--- src/rtl/stt_pkg.sv ---
// Shared types and constants of the source tokenizer.
`default_nettype none

package stt_pkg;

    typedef enum logic [2:0] {
        MODE_IDLE   = 3'd0,
        MODE_IDENT  = 3'd1,
        MODE_NUMBER = 3'd2,
        MODE_SLASH  = 3'd3,
        MODE_LINE   = 3'd4,
        MODE_BLOCK  = 3'd5,
        MODE_STAR   = 3'd6
    } scan_mode_t;

    typedef enum logic [3:0] {
        TK_IDENT    = 4'd0,
        TK_VAR      = 4'd1,
        TK_FUNCTION = 4'd2,
        TK_RETURN   = 4'd3,
        TK_PRINT    = 4'd4,
        TK_INT      = 4'd5,
        TK_INTEGER  = 4'd6,
        TK_LPAREN   = 4'd7,
        TK_RPAREN   = 4'd8,
        TK_LBRACE   = 4'd9,
        TK_RBRACE   = 4'd10,
        TK_COMMA    = 4'd11,
        TK_SEMI     = 4'd12,
        TK_ASSIGN   = 4'd13,
        TK_EOF      = 4'd14,
        TK_ERROR    = 4'd15
    } token_kind_t;

    // Byte offset wraps at OFF_W bits; line, column and length saturate at CNT_W bits.
    localparam int OFF_W  = 24;
    localparam int CNT_W  = 16;
    localparam int LINE_W = CNT_W;
    localparam int COL_W  = CNT_W;
    localparam int LEN_W  = CNT_W;
    localparam int BAD_W  = 8;

    // Bit positions of the fields in the output tdata word.
    localparam int TD_OFF_LO  = 0;
    localparam int TD_LINE_LO = TD_OFF_LO + OFF_W;
    localparam int TD_COL_LO  = TD_LINE_LO + LINE_W;
    localparam int TD_LEN_LO  = TD_COL_LO + COL_W;
    localparam int TD_BAD_LO  = TD_LEN_LO + LEN_W;
    localparam int TD_W       = TD_BAD_LO + BAD_W;

    typedef struct packed {
        token_kind_t         kind;
        logic [OFF_W-1:0]    offset;
        logic [LINE_W-1:0]   line;
        logic [COL_W-1:0]    column;
        logic [LEN_W-1:0]    length;
        logic [BAD_W-1:0]    bad;
    } tok_rec_t;

    localparam int GROUP_MAX = 3;

    // Tokens caused by one input word, compacted from slot 0 up.
    typedef struct packed {
        tok_rec_t [GROUP_MAX-1:0] rec;
        logic [1:0]               cnt;
    } tok_group_t;

    localparam int QDEPTH = 4;
    localparam int QPTR_W = $clog2(QDEPTH);
    localparam int QCNT_W = $clog2(QDEPTH + 1);

    typedef struct packed {
        logic full;
        logic empty;
    } q_stat_t;

endpackage

`default_nettype wire

--- src/rtl/stt_queue.sv ---
// Token group queue between the scanner and the output stage.
`default_nettype none

module stt_queue (
    input  wire logic                clk,
    input  wire logic                rst_n,
    input  wire logic                push,
    input  wire stt_pkg::tok_group_t push_data,
    input  wire logic                pop,
    output stt_pkg::tok_group_t      head,
    output stt_pkg::q_stat_t         stat
);

    stt_pkg::tok_group_t                 entry_reg [stt_pkg::QDEPTH];
    logic [stt_pkg::QPTR_W-1:0]          wr_ptr_reg, wr_ptr_next;
    logic [stt_pkg::QPTR_W-1:0]          rd_ptr_reg, rd_ptr_next;
    logic [stt_pkg::QCNT_W-1:0]          cnt_reg, cnt_next;
    logic                                do_push, do_pop;

    assign stat.full  = (cnt_reg == stt_pkg::QCNT_W'(stt_pkg::QDEPTH));
    assign stat.empty = (cnt_reg == '0);
    assign do_push    = push && !stat.full;
    assign do_pop     = pop && !stat.empty;
    assign head       = entry_reg[rd_ptr_reg];

    always_comb
    begin
        wr_ptr_next = do_push ? wr_ptr_reg + 1'b1 : wr_ptr_reg;
        rd_ptr_next = do_pop ? rd_ptr_reg + 1'b1 : rd_ptr_reg;
        cnt_next    = cnt_reg;
        if (do_push && !do_pop)
        begin
            cnt_next = cnt_reg + 1'b1;
        end
        else if (do_pop && !do_push)
        begin
            cnt_next = cnt_reg - 1'b1;
        end
    end

    always_ff @(posedge clk or negedge rst_n)
    begin
        if (!rst_n)
        begin
            wr_ptr_reg <= '0;
            rd_ptr_reg <= '0;
            cnt_reg    <= '0;
        end
        else
        begin
            wr_ptr_reg <= wr_ptr_next;
            rd_ptr_reg <= rd_ptr_next;
            cnt_reg    <= cnt_next;
        end
    end

    always_ff @(posedge clk)
    begin
        if (do_push)
        begin
            entry_reg[wr_ptr_reg] <= push_data;
        end
    end

endmodule

`default_nettype wire

--- src/rtl/stt_front.sv ---
// Scanner: classifies each source byte, tracks position and builds token groups.
`default_nettype none

module stt_front (
    input  wire logic             clk,
    input  wire logic             rst_n,
    input  wire logic             accept,
    input  wire logic [7:0]       char_code,
    input  wire logic             has_char,
    input  wire logic             is_end,
    output logic                  push,
    output stt_pkg::tok_group_t   push_data
);

    localparam int OFFSET_BITS = stt_pkg::OFF_W;
    localparam int COUNT_BITS  = stt_pkg::CNT_W;

    localparam logic [COUNT_BITS-1:0]  CNT_MAX = '1;
    localparam logic [COUNT_BITS-1:0]  CNT_ONE = COUNT_BITS'(1);

    localparam logic [7:0] CH_SLASH = 8'h2F;
    localparam logic [7:0] CH_STAR  = 8'h2A;
    localparam logic [7:0] CH_LF    = 8'h0A;
    localparam logic [7:0] CH_CR    = 8'h0D;
    localparam logic [7:0] CH_TAB   = 8'h09;
    localparam logic [7:0] CH_SPACE = 8'h20;
    localparam logic [7:0] CH_US    = 8'h5F;

    localparam logic [63:0] KW_VAR      = 64'h0000_0000_0076_6172;
    localparam logic [63:0] KW_FUNCTION = 64'h6675_6E63_7469_6F6E;
    localparam logic [63:0] KW_RETURN   = 64'h0000_7265_7475_726E;
    localparam logic [63:0] KW_PRINT    = 64'h0000_0070_7269_6E74;
    localparam logic [63:0] KW_INT      = 64'h0000_0000_0069_6E74;

    function automatic logic is_alpha(logic [7:0] c);
        return (c >= 8'h61 && c <= 8'h7A) || (c >= 8'h41 && c <= 8'h5A);
    endfunction

    function automatic logic is_digit(logic [7:0] c);
        return c >= 8'h30 && c <= 8'h39;
    endfunction

    function automatic logic [7:0] to_lower(logic [7:0] c);
        return (c >= 8'h41 && c <= 8'h5A) ? c + 8'd32 : c;
    endfunction

    function automatic logic [COUNT_BITS-1:0] sat_inc(logic [COUNT_BITS-1:0] v);
        return (v == CNT_MAX) ? CNT_MAX : v + 1'b1;
    endfunction

    function automatic stt_pkg::token_kind_t punct_kind(logic [7:0] c);
        stt_pkg::token_kind_t k;
        unique case (c)
            8'h28:   k = stt_pkg::TK_LPAREN;
            8'h29:   k = stt_pkg::TK_RPAREN;
            8'h7B:   k = stt_pkg::TK_LBRACE;
            8'h7D:   k = stt_pkg::TK_RBRACE;
            8'h2C:   k = stt_pkg::TK_COMMA;
            8'h3B:   k = stt_pkg::TK_SEMI;
            8'h3D:   k = stt_pkg::TK_ASSIGN;
            default: k = stt_pkg::TK_ERROR;
        endcase
        return k;
    endfunction

    // Keywords need the exact length, so longer identifiers never match.
    function automatic stt_pkg::token_kind_t ident_kind(logic [63:0] kb,
                                                        logic [COUNT_BITS-1:0] n);
        stt_pkg::token_kind_t k;
        priority if (n == COUNT_BITS'(3) && kb == KW_VAR)
            k = stt_pkg::TK_VAR;
        else if (n == COUNT_BITS'(8) && kb == KW_FUNCTION)
            k = stt_pkg::TK_FUNCTION;
        else if (n == COUNT_BITS'(6) && kb == KW_RETURN)
            k = stt_pkg::TK_RETURN;
        else if (n == COUNT_BITS'(5) && kb == KW_PRINT)
            k = stt_pkg::TK_PRINT;
        else if (n == COUNT_BITS'(3) && kb == KW_INT)
            k = stt_pkg::TK_INT;
        else
            k = stt_pkg::TK_IDENT;
        return k;
    endfunction

    function automatic stt_pkg::tok_rec_t make_rec(stt_pkg::token_kind_t k,
                                                   logic [OFFSET_BITS-1:0] o,
                                                   logic [COUNT_BITS-1:0] l,
                                                   logic [COUNT_BITS-1:0] col,
                                                   logic [COUNT_BITS-1:0] n,
                                                   logic [7:0] b);
        stt_pkg::tok_rec_t r;
        logic [31:0] o32, l32, c32, n32;
        o32      = 32'(o);
        l32      = 32'(l);
        c32      = 32'(col);
        n32      = 32'(n);
        r.kind   = k;
        r.offset = o32[stt_pkg::OFF_W-1:0];
        r.line   = l32[stt_pkg::LINE_W-1:0];
        r.column = c32[stt_pkg::COL_W-1:0];
        r.length = n32[stt_pkg::LEN_W-1:0];
        r.bad    = b;
        return r;
    endfunction

    stt_pkg::scan_mode_t          mode_reg, mode_next;
    logic [OFFSET_BITS-1:0]       off_reg, off_next;
    logic [COUNT_BITS-1:0]        line_reg, line_next;
    logic [COUNT_BITS-1:0]        col_reg, col_next;
    logic [OFFSET_BITS-1:0]       ts_off_reg, ts_off_next;
    logic [COUNT_BITS-1:0]        ts_line_reg, ts_line_next;
    logic [COUNT_BITS-1:0]        ts_col_reg, ts_col_next;
    logic [COUNT_BITS-1:0]        tlen_reg, tlen_next;
    logic [63:0]                  kbuf_reg, kbuf_next;

    logic                         va, vb, vc, vd, vm, go_idle, c_word, c_space;
    stt_pkg::token_kind_t         pk;
    stt_pkg::tok_rec_t            rec_a, rec_b, rec_c, rec_d, rec_m;

    always_comb
    begin
        mode_next    = mode_reg;
        off_next     = off_reg;
        line_next    = line_reg;
        col_next     = col_reg;
        ts_off_next  = ts_off_reg;
        ts_line_next = ts_line_reg;
        ts_col_next  = ts_col_reg;
        tlen_next    = tlen_reg;
        kbuf_next    = kbuf_reg;
        va           = 1'b0;
        vb           = 1'b0;
        vc           = 1'b0;
        vd           = is_end;
        go_idle      = 1'b0;
        c_word       = is_alpha(char_code) || is_digit(char_code) || char_code == CH_US;
        c_space      = char_code == CH_SPACE || char_code == CH_TAB ||
                       char_code == CH_CR || char_code == CH_LF;
        pk           = punct_kind(char_code);
        rec_a        = make_rec(stt_pkg::TK_INTEGER, ts_off_reg, ts_line_reg, ts_col_reg,
                                tlen_reg, 8'h00);
        rec_b        = make_rec(pk, off_reg, line_reg, col_reg, CNT_ONE,
                                (pk == stt_pkg::TK_ERROR) ? char_code : 8'h00);
        rec_c        = make_rec(stt_pkg::TK_INTEGER, ts_off_reg, ts_line_reg, ts_col_reg,
                                tlen_reg, 8'h00);
        rec_d        = make_rec(stt_pkg::TK_EOF, off_reg, line_reg, col_reg, '0, 8'h00);

        if (has_char)
        begin
            unique case (mode_reg)
                stt_pkg::MODE_IDENT:
                begin
                    if (c_word)
                    begin
                        tlen_next = sat_inc(tlen_reg);
                        kbuf_next = {kbuf_reg[55:0], to_lower(char_code)};
                    end
                    else
                    begin
                        va         = 1'b1;
                        rec_a.kind = ident_kind(kbuf_reg, tlen_reg);
                        go_idle    = 1'b1;
                    end
                end
                stt_pkg::MODE_NUMBER:
                begin
                    if (is_digit(char_code))
                    begin
                        tlen_next = sat_inc(tlen_reg);
                    end
                    else
                    begin
                        va      = 1'b1;
                        go_idle = 1'b1;
                    end
                end
                stt_pkg::MODE_SLASH:
                begin
                    if (char_code == CH_SLASH)
                    begin
                        mode_next = stt_pkg::MODE_LINE;
                    end
                    else if (char_code == CH_STAR)
                    begin
                        mode_next = stt_pkg::MODE_BLOCK;
                    end
                    else
                    begin
                        // lone slash: report it at its own position
                        va         = 1'b1;
                        rec_a      = make_rec(stt_pkg::TK_ERROR, ts_off_reg, ts_line_reg,
                                              ts_col_reg, CNT_ONE, CH_SLASH);
                        go_idle    = 1'b1;
                    end
                end
                stt_pkg::MODE_LINE:
                begin
                    if (char_code == CH_LF)
                    begin
                        mode_next = stt_pkg::MODE_IDLE;
                    end
                end
                stt_pkg::MODE_BLOCK:
                begin
                    if (char_code == CH_STAR)
                    begin
                        mode_next = stt_pkg::MODE_STAR;
                    end
                end
                stt_pkg::MODE_STAR:
                begin
                    if (char_code == CH_SLASH)
                    begin
                        mode_next = stt_pkg::MODE_IDLE;
                    end
                    else if (char_code != CH_STAR)
                    begin
                        mode_next = stt_pkg::MODE_BLOCK;
                    end
                end
                default:
                begin
                    go_idle = 1'b1;
                end
            endcase

            // rescan the byte from idle
            if (go_idle)
            begin
                mode_next = stt_pkg::MODE_IDLE;
                if (c_space)
                begin
                    mode_next = stt_pkg::MODE_IDLE;
                end
                else if (is_alpha(char_code) || char_code == CH_US ||
                         is_digit(char_code) || char_code == CH_SLASH)
                begin
                    ts_off_next  = off_reg;
                    ts_line_next = line_reg;
                    ts_col_next  = col_reg;
                    tlen_next    = CNT_ONE;
                    if (is_digit(char_code))
                    begin
                        mode_next = stt_pkg::MODE_NUMBER;
                    end
                    else if (char_code == CH_SLASH)
                    begin
                        mode_next = stt_pkg::MODE_SLASH;
                    end
                    else
                    begin
                        mode_next = stt_pkg::MODE_IDENT;
                        kbuf_next = 64'(to_lower(char_code));
                    end
                end
                else
                begin
                    vb = 1'b1;
                end
            end

            if (char_code == CH_LF)
            begin
                line_next = sat_inc(line_reg);
                col_next  = CNT_ONE;
            end
            else
            begin
                col_next = sat_inc(col_reg);
            end
            off_next = off_reg + 1'b1;
        end

        if (is_end)
        begin
            rec_c = make_rec(stt_pkg::TK_INTEGER, ts_off_next, ts_line_next, ts_col_next,
                             tlen_next, 8'h00);
            rec_d = make_rec(stt_pkg::TK_EOF, off_next, line_next, col_next, '0, 8'h00);
            unique case (mode_next)
                stt_pkg::MODE_IDENT:
                begin
                    vc         = 1'b1;
                    rec_c.kind = ident_kind(kbuf_next, tlen_next);
                end
                stt_pkg::MODE_NUMBER:
                begin
                    vc = 1'b1;
                end
                stt_pkg::MODE_SLASH:
                begin
                    vc = 1'b1;
                    rec_c = make_rec(stt_pkg::TK_ERROR, ts_off_next, ts_line_next,
                                     ts_col_next, CNT_ONE, CH_SLASH);
                end
                default:
                begin
                    vc = 1'b0;
                end
            endcase

            // end of source: back to the reset state
            mode_next    = stt_pkg::MODE_IDLE;
            off_next     = '0;
            line_next    = CNT_ONE;
            col_next     = CNT_ONE;
            ts_off_next  = '0;
            ts_line_next = CNT_ONE;
            ts_col_next  = CNT_ONE;
            tlen_next    = '0;
            kbuf_next    = '0;
        end
    end

    // A byte emission and an end-of-source pending token never occur together.
    assign vm    = vb || vc;
    assign rec_m = vb ? rec_b : rec_c;

    always_comb
    begin
        push_data.rec[0] = va ? rec_a : (vm ? rec_m : rec_d);
        push_data.rec[1] = va ? (vm ? rec_m : rec_d) : rec_d;
        push_data.rec[2] = rec_d;
        push_data.cnt    = 2'(va) + 2'(vm) + 2'(vd);
    end

    assign push = accept && (va || vm || vd);

    always_ff @(posedge clk or negedge rst_n)
    begin
        if (!rst_n)
        begin
            mode_reg    <= stt_pkg::MODE_IDLE;
            off_reg     <= '0;
            line_reg    <= CNT_ONE;
            col_reg     <= CNT_ONE;
            ts_off_reg  <= '0;
            ts_line_reg <= CNT_ONE;
            ts_col_reg  <= CNT_ONE;
            tlen_reg    <= '0;
            kbuf_reg    <= '0;
        end
        else if (accept)
        begin
            mode_reg    <= mode_next;
            off_reg     <= off_next;
            line_reg    <= line_next;
            col_reg     <= col_next;
            ts_off_reg  <= ts_off_next;
            ts_line_reg <= ts_line_next;
            ts_col_reg  <= ts_col_next;
            tlen_reg    <= tlen_next;
            kbuf_reg    <= kbuf_next;
        end
    end

endmodule

`default_nettype wire

--- src/rtl/stt_back.sv ---
// Output stage: drains token groups into a registered master port, one word per cycle while it is not stalled.
`default_nettype none

module stt_back (
    input  wire logic                        clk,
    input  wire logic                        rst_n,
    input  wire stt_pkg::tok_group_t         head,
    input  wire stt_pkg::q_stat_t            q_stat,
    output logic                             pop,
    output logic                             m_axis_tvalid,
    input  wire logic                        m_axis_tready,
    output logic [stt_pkg::TD_W-1:0]         m_axis_tdata,
    output logic [3:0]                       m_axis_tuser,
    output logic                             m_axis_tlast
);

    logic [1:0]            idx_reg, idx_next;
    logic                  out_valid_reg, out_valid_next;
    logic                  out_last_reg;
    stt_pkg::tok_rec_t     out_rec_reg;
    stt_pkg::tok_rec_t     cur_rec;
    logic                  load, is_last;

    always_comb
    begin
        unique case (idx_reg)
            2'd0:    cur_rec = head.rec[0];
            2'd1:    cur_rec = head.rec[1];
            default: cur_rec = head.rec[2];
        endcase
    end

    assign load    = !q_stat.empty && (!out_valid_reg || m_axis_tready);
    assign is_last = (idx_reg == head.cnt - 2'd1);
    assign pop     = load && is_last;

    always_comb
    begin
        idx_next       = idx_reg;
        out_valid_next = out_valid_reg && !m_axis_tready;
        if (load)
        begin
            out_valid_next = 1'b1;
            idx_next       = is_last ? 2'd0 : idx_reg + 2'd1;
        end
    end

    always_ff @(posedge clk or negedge rst_n)
    begin
        if (!rst_n)
        begin
            idx_reg       <= 2'd0;
            out_valid_reg <= 1'b0;
        end
        else
        begin
            idx_reg       <= idx_next;
            out_valid_reg <= out_valid_next;
        end
    end

    always_ff @(posedge clk)
    begin
        if (load)
        begin
            out_rec_reg  <= cur_rec;
            out_last_reg <= is_last;
        end
    end

    assign m_axis_tvalid = out_valid_reg;
    assign m_axis_tuser  = out_rec_reg.kind;
    assign m_axis_tlast  = out_last_reg;
    assign m_axis_tdata  = {out_rec_reg.bad, out_rec_reg.length, out_rec_reg.column,
                            out_rec_reg.line, out_rec_reg.offset};

endmodule

`default_nettype wire

--- src/rtl/source_tokenizer_core.sv ---
// Source tokenizer top level: byte stream in, token records out.
// Takes one source byte per cycle; s_axis_tready is high whenever the four-entry
// token queue has room, so bytes stream back to back. Each word produces zero to
// three tokens; the output stage sends one token per cycle while the master port
// is ready, and the queue absorbs the bursts of a word that causes two or three
// tokens. A token passes through the token queue and the registered output stage
// before it is valid on the master port. Whitespace and comments produce no tokens;
// the end of each source (tlast on input) emits any pending token and an
// end-of-file token, then restarts the offset, line and column counters.
`default_nettype none

module source_tokenizer_core (
    input  wire logic        clk,
    input  wire logic        rst_n,
    input  wire logic        s_axis_tvalid,
    output logic             s_axis_tready,
    input  wire logic [7:0]  s_axis_tdata,   // [7:0] char_code
    input  wire logic        s_axis_tuser,   // [0] has_char
    input  wire logic        s_axis_tlast,   // is_end
    output logic             m_axis_tvalid,
    input  wire logic        m_axis_tready,
    output logic [79:0]      m_axis_tdata,   // [23:0] start_offset, [39:24] start_line,
                                             // [55:40] start_column, [71:56] token_length,
                                             // [79:72] bad_char
    output logic [3:0]       m_axis_tuser,   // [3:0] token_kind
    output logic             m_axis_tlast    // last_of_run
);

    logic                  accept, push, pop;
    stt_pkg::tok_group_t   push_data, head;
    stt_pkg::q_stat_t      q_stat;

    assign s_axis_tready = !q_stat.full;
    assign accept        = s_axis_tvalid && s_axis_tready;

    stt_front u_front (
        .clk       (clk),
        .rst_n     (rst_n),
        .accept    (accept),
        .char_code (s_axis_tdata),
        .has_char  (s_axis_tuser),
        .is_end    (s_axis_tlast),
        .push      (push),
        .push_data (push_data)
    );

    stt_queue u_queue (
        .clk       (clk),
        .rst_n     (rst_n),
        .push      (push),
        .push_data (push_data),
        .pop       (pop),
        .head      (head),
        .stat      (q_stat)
    );

    stt_back u_back (
        .clk           (clk),
        .rst_n         (rst_n),
        .head          (head),
        .q_stat        (q_stat),
        .pop           (pop),
        .m_axis_tvalid (m_axis_tvalid),
        .m_axis_tready (m_axis_tready),
        .m_axis_tdata  (m_axis_tdata),
        .m_axis_tuser  (m_axis_tuser),
        .m_axis_tlast  (m_axis_tlast)
    );

endmodule

`default_nettype wire

--- config.mk ---
export PLATFORM = sky130hd
export DESIGN_NAME = source_tokenizer_core
export DESIGN_NICKNAME = d
export VERILOG_FILES = /design/src/rtl/stt_pkg.sv /design/src/rtl/stt_queue.sv /design/src/rtl/stt_front.sv /design/src/rtl/stt_back.sv /design/src/rtl/source_tokenizer_core.sv
export SDC_FILE = /design/constraint.sdc
export NUM_CORES = 2
export LEC_CHECK = 0
export ABC_AREA = 1
export BUFFER_PORTS_ARGS = -buffer_cell sky130_fd_sc_hd__clkbuf_2
export CORE_MARGIN = 2
export CORE_UTILIZATION = 24
export DETAILED_ROUTE_END_ITERATION = 7
export PLACE_DENSITY = 0.38
export SYNTH_ARGS = -nofsm -noshare
export SYNTH_HDL_FRONTEND = slang
export SYNTH_HIERARCHICAL = 1
export SYNTH_SLANG_ARGS = --single-unit
--- constraint.sdc ---
create_clock -name clk -period 20.8 [get_ports clk]
set_clock_uncertainty 0.1 [all_clocks]
set_input_delay 2.08 -clock clk [delete_from_list [all_inputs] [get_ports clk]]
set_output_delay 2.08 -clock clk [all_outputs]
set_load 0.02 [all_outputs]
==> flow_metrics.env <==
export IMPL_period_needed_ns=7.11
export IMPL_cts_tree="done"
export IMPL_ys_seq_area_share_pct=61.0
export IMPL_slowest_stage="buf_4"
export IMPL_max_clock_freq_mhz=141
export IMPL_route_detailed_drc=0
export IMPL_r2r_cells=15
export IMPL_core_region_area_um2=259000
export IMPL_cts_buffer_depth=3
export IMPL_final_period_utilization_pct=34.2
export IMPL_ys_ff_latch=1306
export IMPL_end_kind="flop"
export IMPL_drive_above_1_share_pct=7.58
export IMPL_finalSetupViolCount=0
export IMPL_cts_setup_buffers=0
export IMPL_async_flop_share_pct=15.7
export IMPL_synth_edff_count=1101
export IMPL_die_h_um=515
export IMPL_rsz0062_at_grt="false"
export IMPL_power_frac_comb_pct=32.9
export IMPL_num_rows=187
export IMPL_r2r_end="u_queue/entry_reg[0][31]"
export IMPL_seqPwrFrac_pct=38.2
export IMPL_ys_types=54
export IMPL_die_area_um2=265000
export IMPL_synth_xor_area_share_pct=0.476
export IMPL_critPathMostFrequentCell="nand2_1"
export IMPL_outcome="completed"
export IMPL_hold_ws_ns=0.404
export IMPL_track_usage_pct=14.9
export IMPL_grt_pass1_wl_um=297000
export IMPL_cp_start_kind="input pin"
export IMPL_path_buf_inv=6
export IMPL_antenna_left=0
export IMPL_grt_max_degree=148
export IMPL_drv_cap=0
export IMPL_hold_violations=0
export IMPL_worstPathArrival_ns=7.41
export IMPL_whs_endpoint="u_queue/cnt_reg[2]"
export IMPL_io_pins=101
export IMPL_nets=6415
export IMPL_htree_levels=4
export IMPL_worstPathCellList="clkbuf_2 -> inv_2 -> ha_1 -> nand2_1 -> nand2_1 -> nand2_1 -> nand2_1 -> nand3_2 -> nand2_2 -> nor2_8 -> nand3_4 -> nand3_4 -> nand2_1 -> nor3_1 -> buf_4 -> inv_4 -> a31oi_1 -> nand2_1 -> nor2_4 -> buf_4 -> buf_4"
export IMPL_area_growth_pct=13.7
export IMPL_synth_avg_cell_area_um2=9.73
export IMPL_power_share_clock_pct=28.9
export IMPL_largest_register_ff_count=1016
export IMPL_r2r_slack_ns=14.82
export IMPL_required_ns=21.10
export IMPL_path_delay_family="buffers and inverters"
export IMPL_path_max_fanout=51
export IMPL_numCtsBuffers=155
export IMPL_post_synth_fa_ha_maj_area_fraction_pct=0.404
export IMPL_antenna_found_initial=8
export IMPL_min_from="u_queue/cnt_reg[2]"
export IMPL_first_global_vias=43806
export IMPL_slowest_delay_ns=0.87
export IMPL_r2r_start="u_front/mode_reg[0]"
export IMPL_dp_hpwl_um=118000
export IMPL_drt_initial_drc_count=3446
export IMPL_crit_type="input pin to flop"
export IMPL_p_int_mw=5.77
export IMPL_clkTransAtPathRegs_ns=0.05
export IMPL_avgViaCountPerCell=4.56
export IMPL_cts_repair_resized=0
export IMPL_switchingPower_mw=3.61
export IMPL_wirelength_um=200000
export IMPL_worst_pin_slew_ns=1.09
export IMPL_synthSimpleGateAreaFrac_pct=15.9
export IMPL_die_w_um=515
export IMPL_cp_num_cells=21
export IMPL_drt_wirelength_per_cell_um=20.2
export IMPL_drv_slew=0
export IMPL_muxShareOfSynthArea_pct=0
export IMPL_port_buffers=100
export IMPL_clk_latency_ns=0.82
export IMPL_hold_path_depth=2
export IMPL_synth_cells=6433
export IMPL_root_buffer="clkbuf_16"
export IMPL_drt_pre_antenna_iters=5
export IMPL_routabilityCongestion=0.835
export IMPL_fin_tns_setup_ns=0
export IMPL_initial_core_util_pct=24.1
export IMPL_synth_top_family_by_area="simple AND/OR/NAND/NOR gates"
export IMPL_synth_ff_type="edfxtp_1"
export IMPL_p_sw_share_pct=38.5
export IMPL_p_per_area_nw_per_um2=132
export IMPL_vias=45270
export IMPL_slew_headroom_pct=27.0
export IMPL_hold_path_class="flop to flop"
export IMPL_p_leak_nw=27.6
export IMPL_synth_warnings=6
export IMPL_synth_compound_area_share_pct=13.7
export IMPL_postCtsHoldBufs=0
export IMPL_ir_drop_mv=0.0935
export IMPL_syn_cell_area_um2=62600
export IMPL_grt_overflow_total=0
export IMPL_cts_sinks=1306
==> synth_stat cells, types with 7 or more instances <==
cell         n  area share, %
a21oi_1     72           0.58
a22oi_1     91            1.1
a31oi_1     13           0.13
buf_1       36           0.22
buf_2      149            1.2
buf_4       63           0.76
buf_6       13           0.23
clkbuf_1   158           0.95
dfrtp_1    201            8.0
edfxtp_1  1101             53
ha_1        17           0.34
inv_1      813            4.9
inv_2       31           0.19
nand2_1   1828             11
nand2_2      7          0.070
nand3_1    169            1.4
nand3_2      7           0.11
nand4_1     38           0.38
nor2_1     287            1.7
nor2_2      15           0.15
nor3_1      47           0.38
nor4_1      37           0.37
o211ai_1   552            6.6
o21ai_0    372            3.0
o21ai_1     75           0.60
o21bai_1     7          0.084
o22ai_1    139            1.4
xor2_1      32           0.45
==> worst min-delay path: cells and delay by family, from the launching register on <==
| kind | cells | cell delay [ns] |
|---|---|---|
| flops | 1 | 0.36 |
| simple gates | 2 | 0.11 |
==> power groups by stage <==
| stage | clock network, mW | logic (mW) | registers, mW |
|---|---|---|---|
| floorplan | 0 | 1.82 | 3.85 |
| global placement | 0 | 3.17 | 3.64 |
| detailed placement | 0 | 3.18 | 3.65 |
| CTS | 2.81 | 3.18 | 3.59 |
| global route | 2.91 | 3.44 | 3.63 |
| finish | 2.71 | 3.08 | 3.59 |
==> cells by family (layout without fill, tap and decap cells) <==
family                     after synthesis  in the layout
and+or+nand+nor                       2460           2460
adders and majority gates               19             19
AOI/OAI and AO/OA                     1340           1340
buffers and inverters                 1272           1311
DFF                                   1306           1306
xor gates and xnor gates                34             34
other                                    2             45
==> how the worst max path moves through the flow <==
stage                                      endpoint       startpoint
after floorplan             u_queue/entry_reg[0][0]  s_axis_tdata[3]
after global placement    u_queue/entry_reg[0][199]  s_axis_tdata[7]
after detailed placement  u_queue/entry_reg[0][119]  s_axis_tdata[7]
after CTS                 u_queue/entry_reg[0][199]  s_axis_tdata[7]
after global routing      u_queue/entry_reg[0][121]  s_axis_tdata[6]
final                      u_queue/entry_reg[0][31]  s_axis_tdata[5]
==> placed cells by master (no fill, tap or decap), drive strengths merged, types with 2 or more instances in the layout <==
master    Yosys  layout
nand2      1841    1841
edfxtp     1101    1101
inv         846     852
o211ai      552     552
o21ai       451     451
clkbuf      159     307
nor2        303     303
dfrtp       201     201
nand3       178     178
o22ai       140     140
a22oi        91      91
a21oi        78      78
buf         261      74
clkinv        6      60
nor3         51      51
conb          2      43
nand4        38      38
nor4         38      38
xor2         32      32
ha           17      17
bufinv        0      13
a31oi        13      13
o21bai        7       7
clkinvlp      0       5
nor3b         4       4
o31ai         4       4
dfstp         4       4
nand3b        3       3
diode         0       2
and2          2       2
xnor2         2       2
or2           2       2
fa            2       2
==> stage by stage <==
step	instances	utilization (%)	instance area (µm²)	worst slack, ns	power (mW)
final	9917	27.4	71200	13.69	9.38
after global routing	9916	27.4	71200	13.21	9.98
after detailed placement	9627	25.5	66200	12.68	6.82
after CTS	9915	27.4	71200	13.55	9.59
after global placement	9627	25.5	66200	12.64	6.81
after floorplan	6474	-	62800	5.16	5.67
==> layer usage <==
metal | track usage (%) | routed length, µm
met1 | 21.1 | 96100
met2 | 23.8 | 90800
met3 | 2.08 | 9160
met4 | 3.93 | 4070
met5 | 0 | 18
==> layout make-up <==
type / instances / area (µm²)
Inverter: 852 / 3230
Tap cell: 3402 / 4260
Sequential cell: 1306 / 38200
Antenna cell: 2 / 5.00
Clock buffer: 210 / 4250
Timing Repair Buffer: 171 / 1150
Fill cell: 27296 / 188000
Multi-Input combinational cell: 3896 / 19400
Clock inverter: 78 / 747
Note: power is estimated with default switching activity, not from simulation.
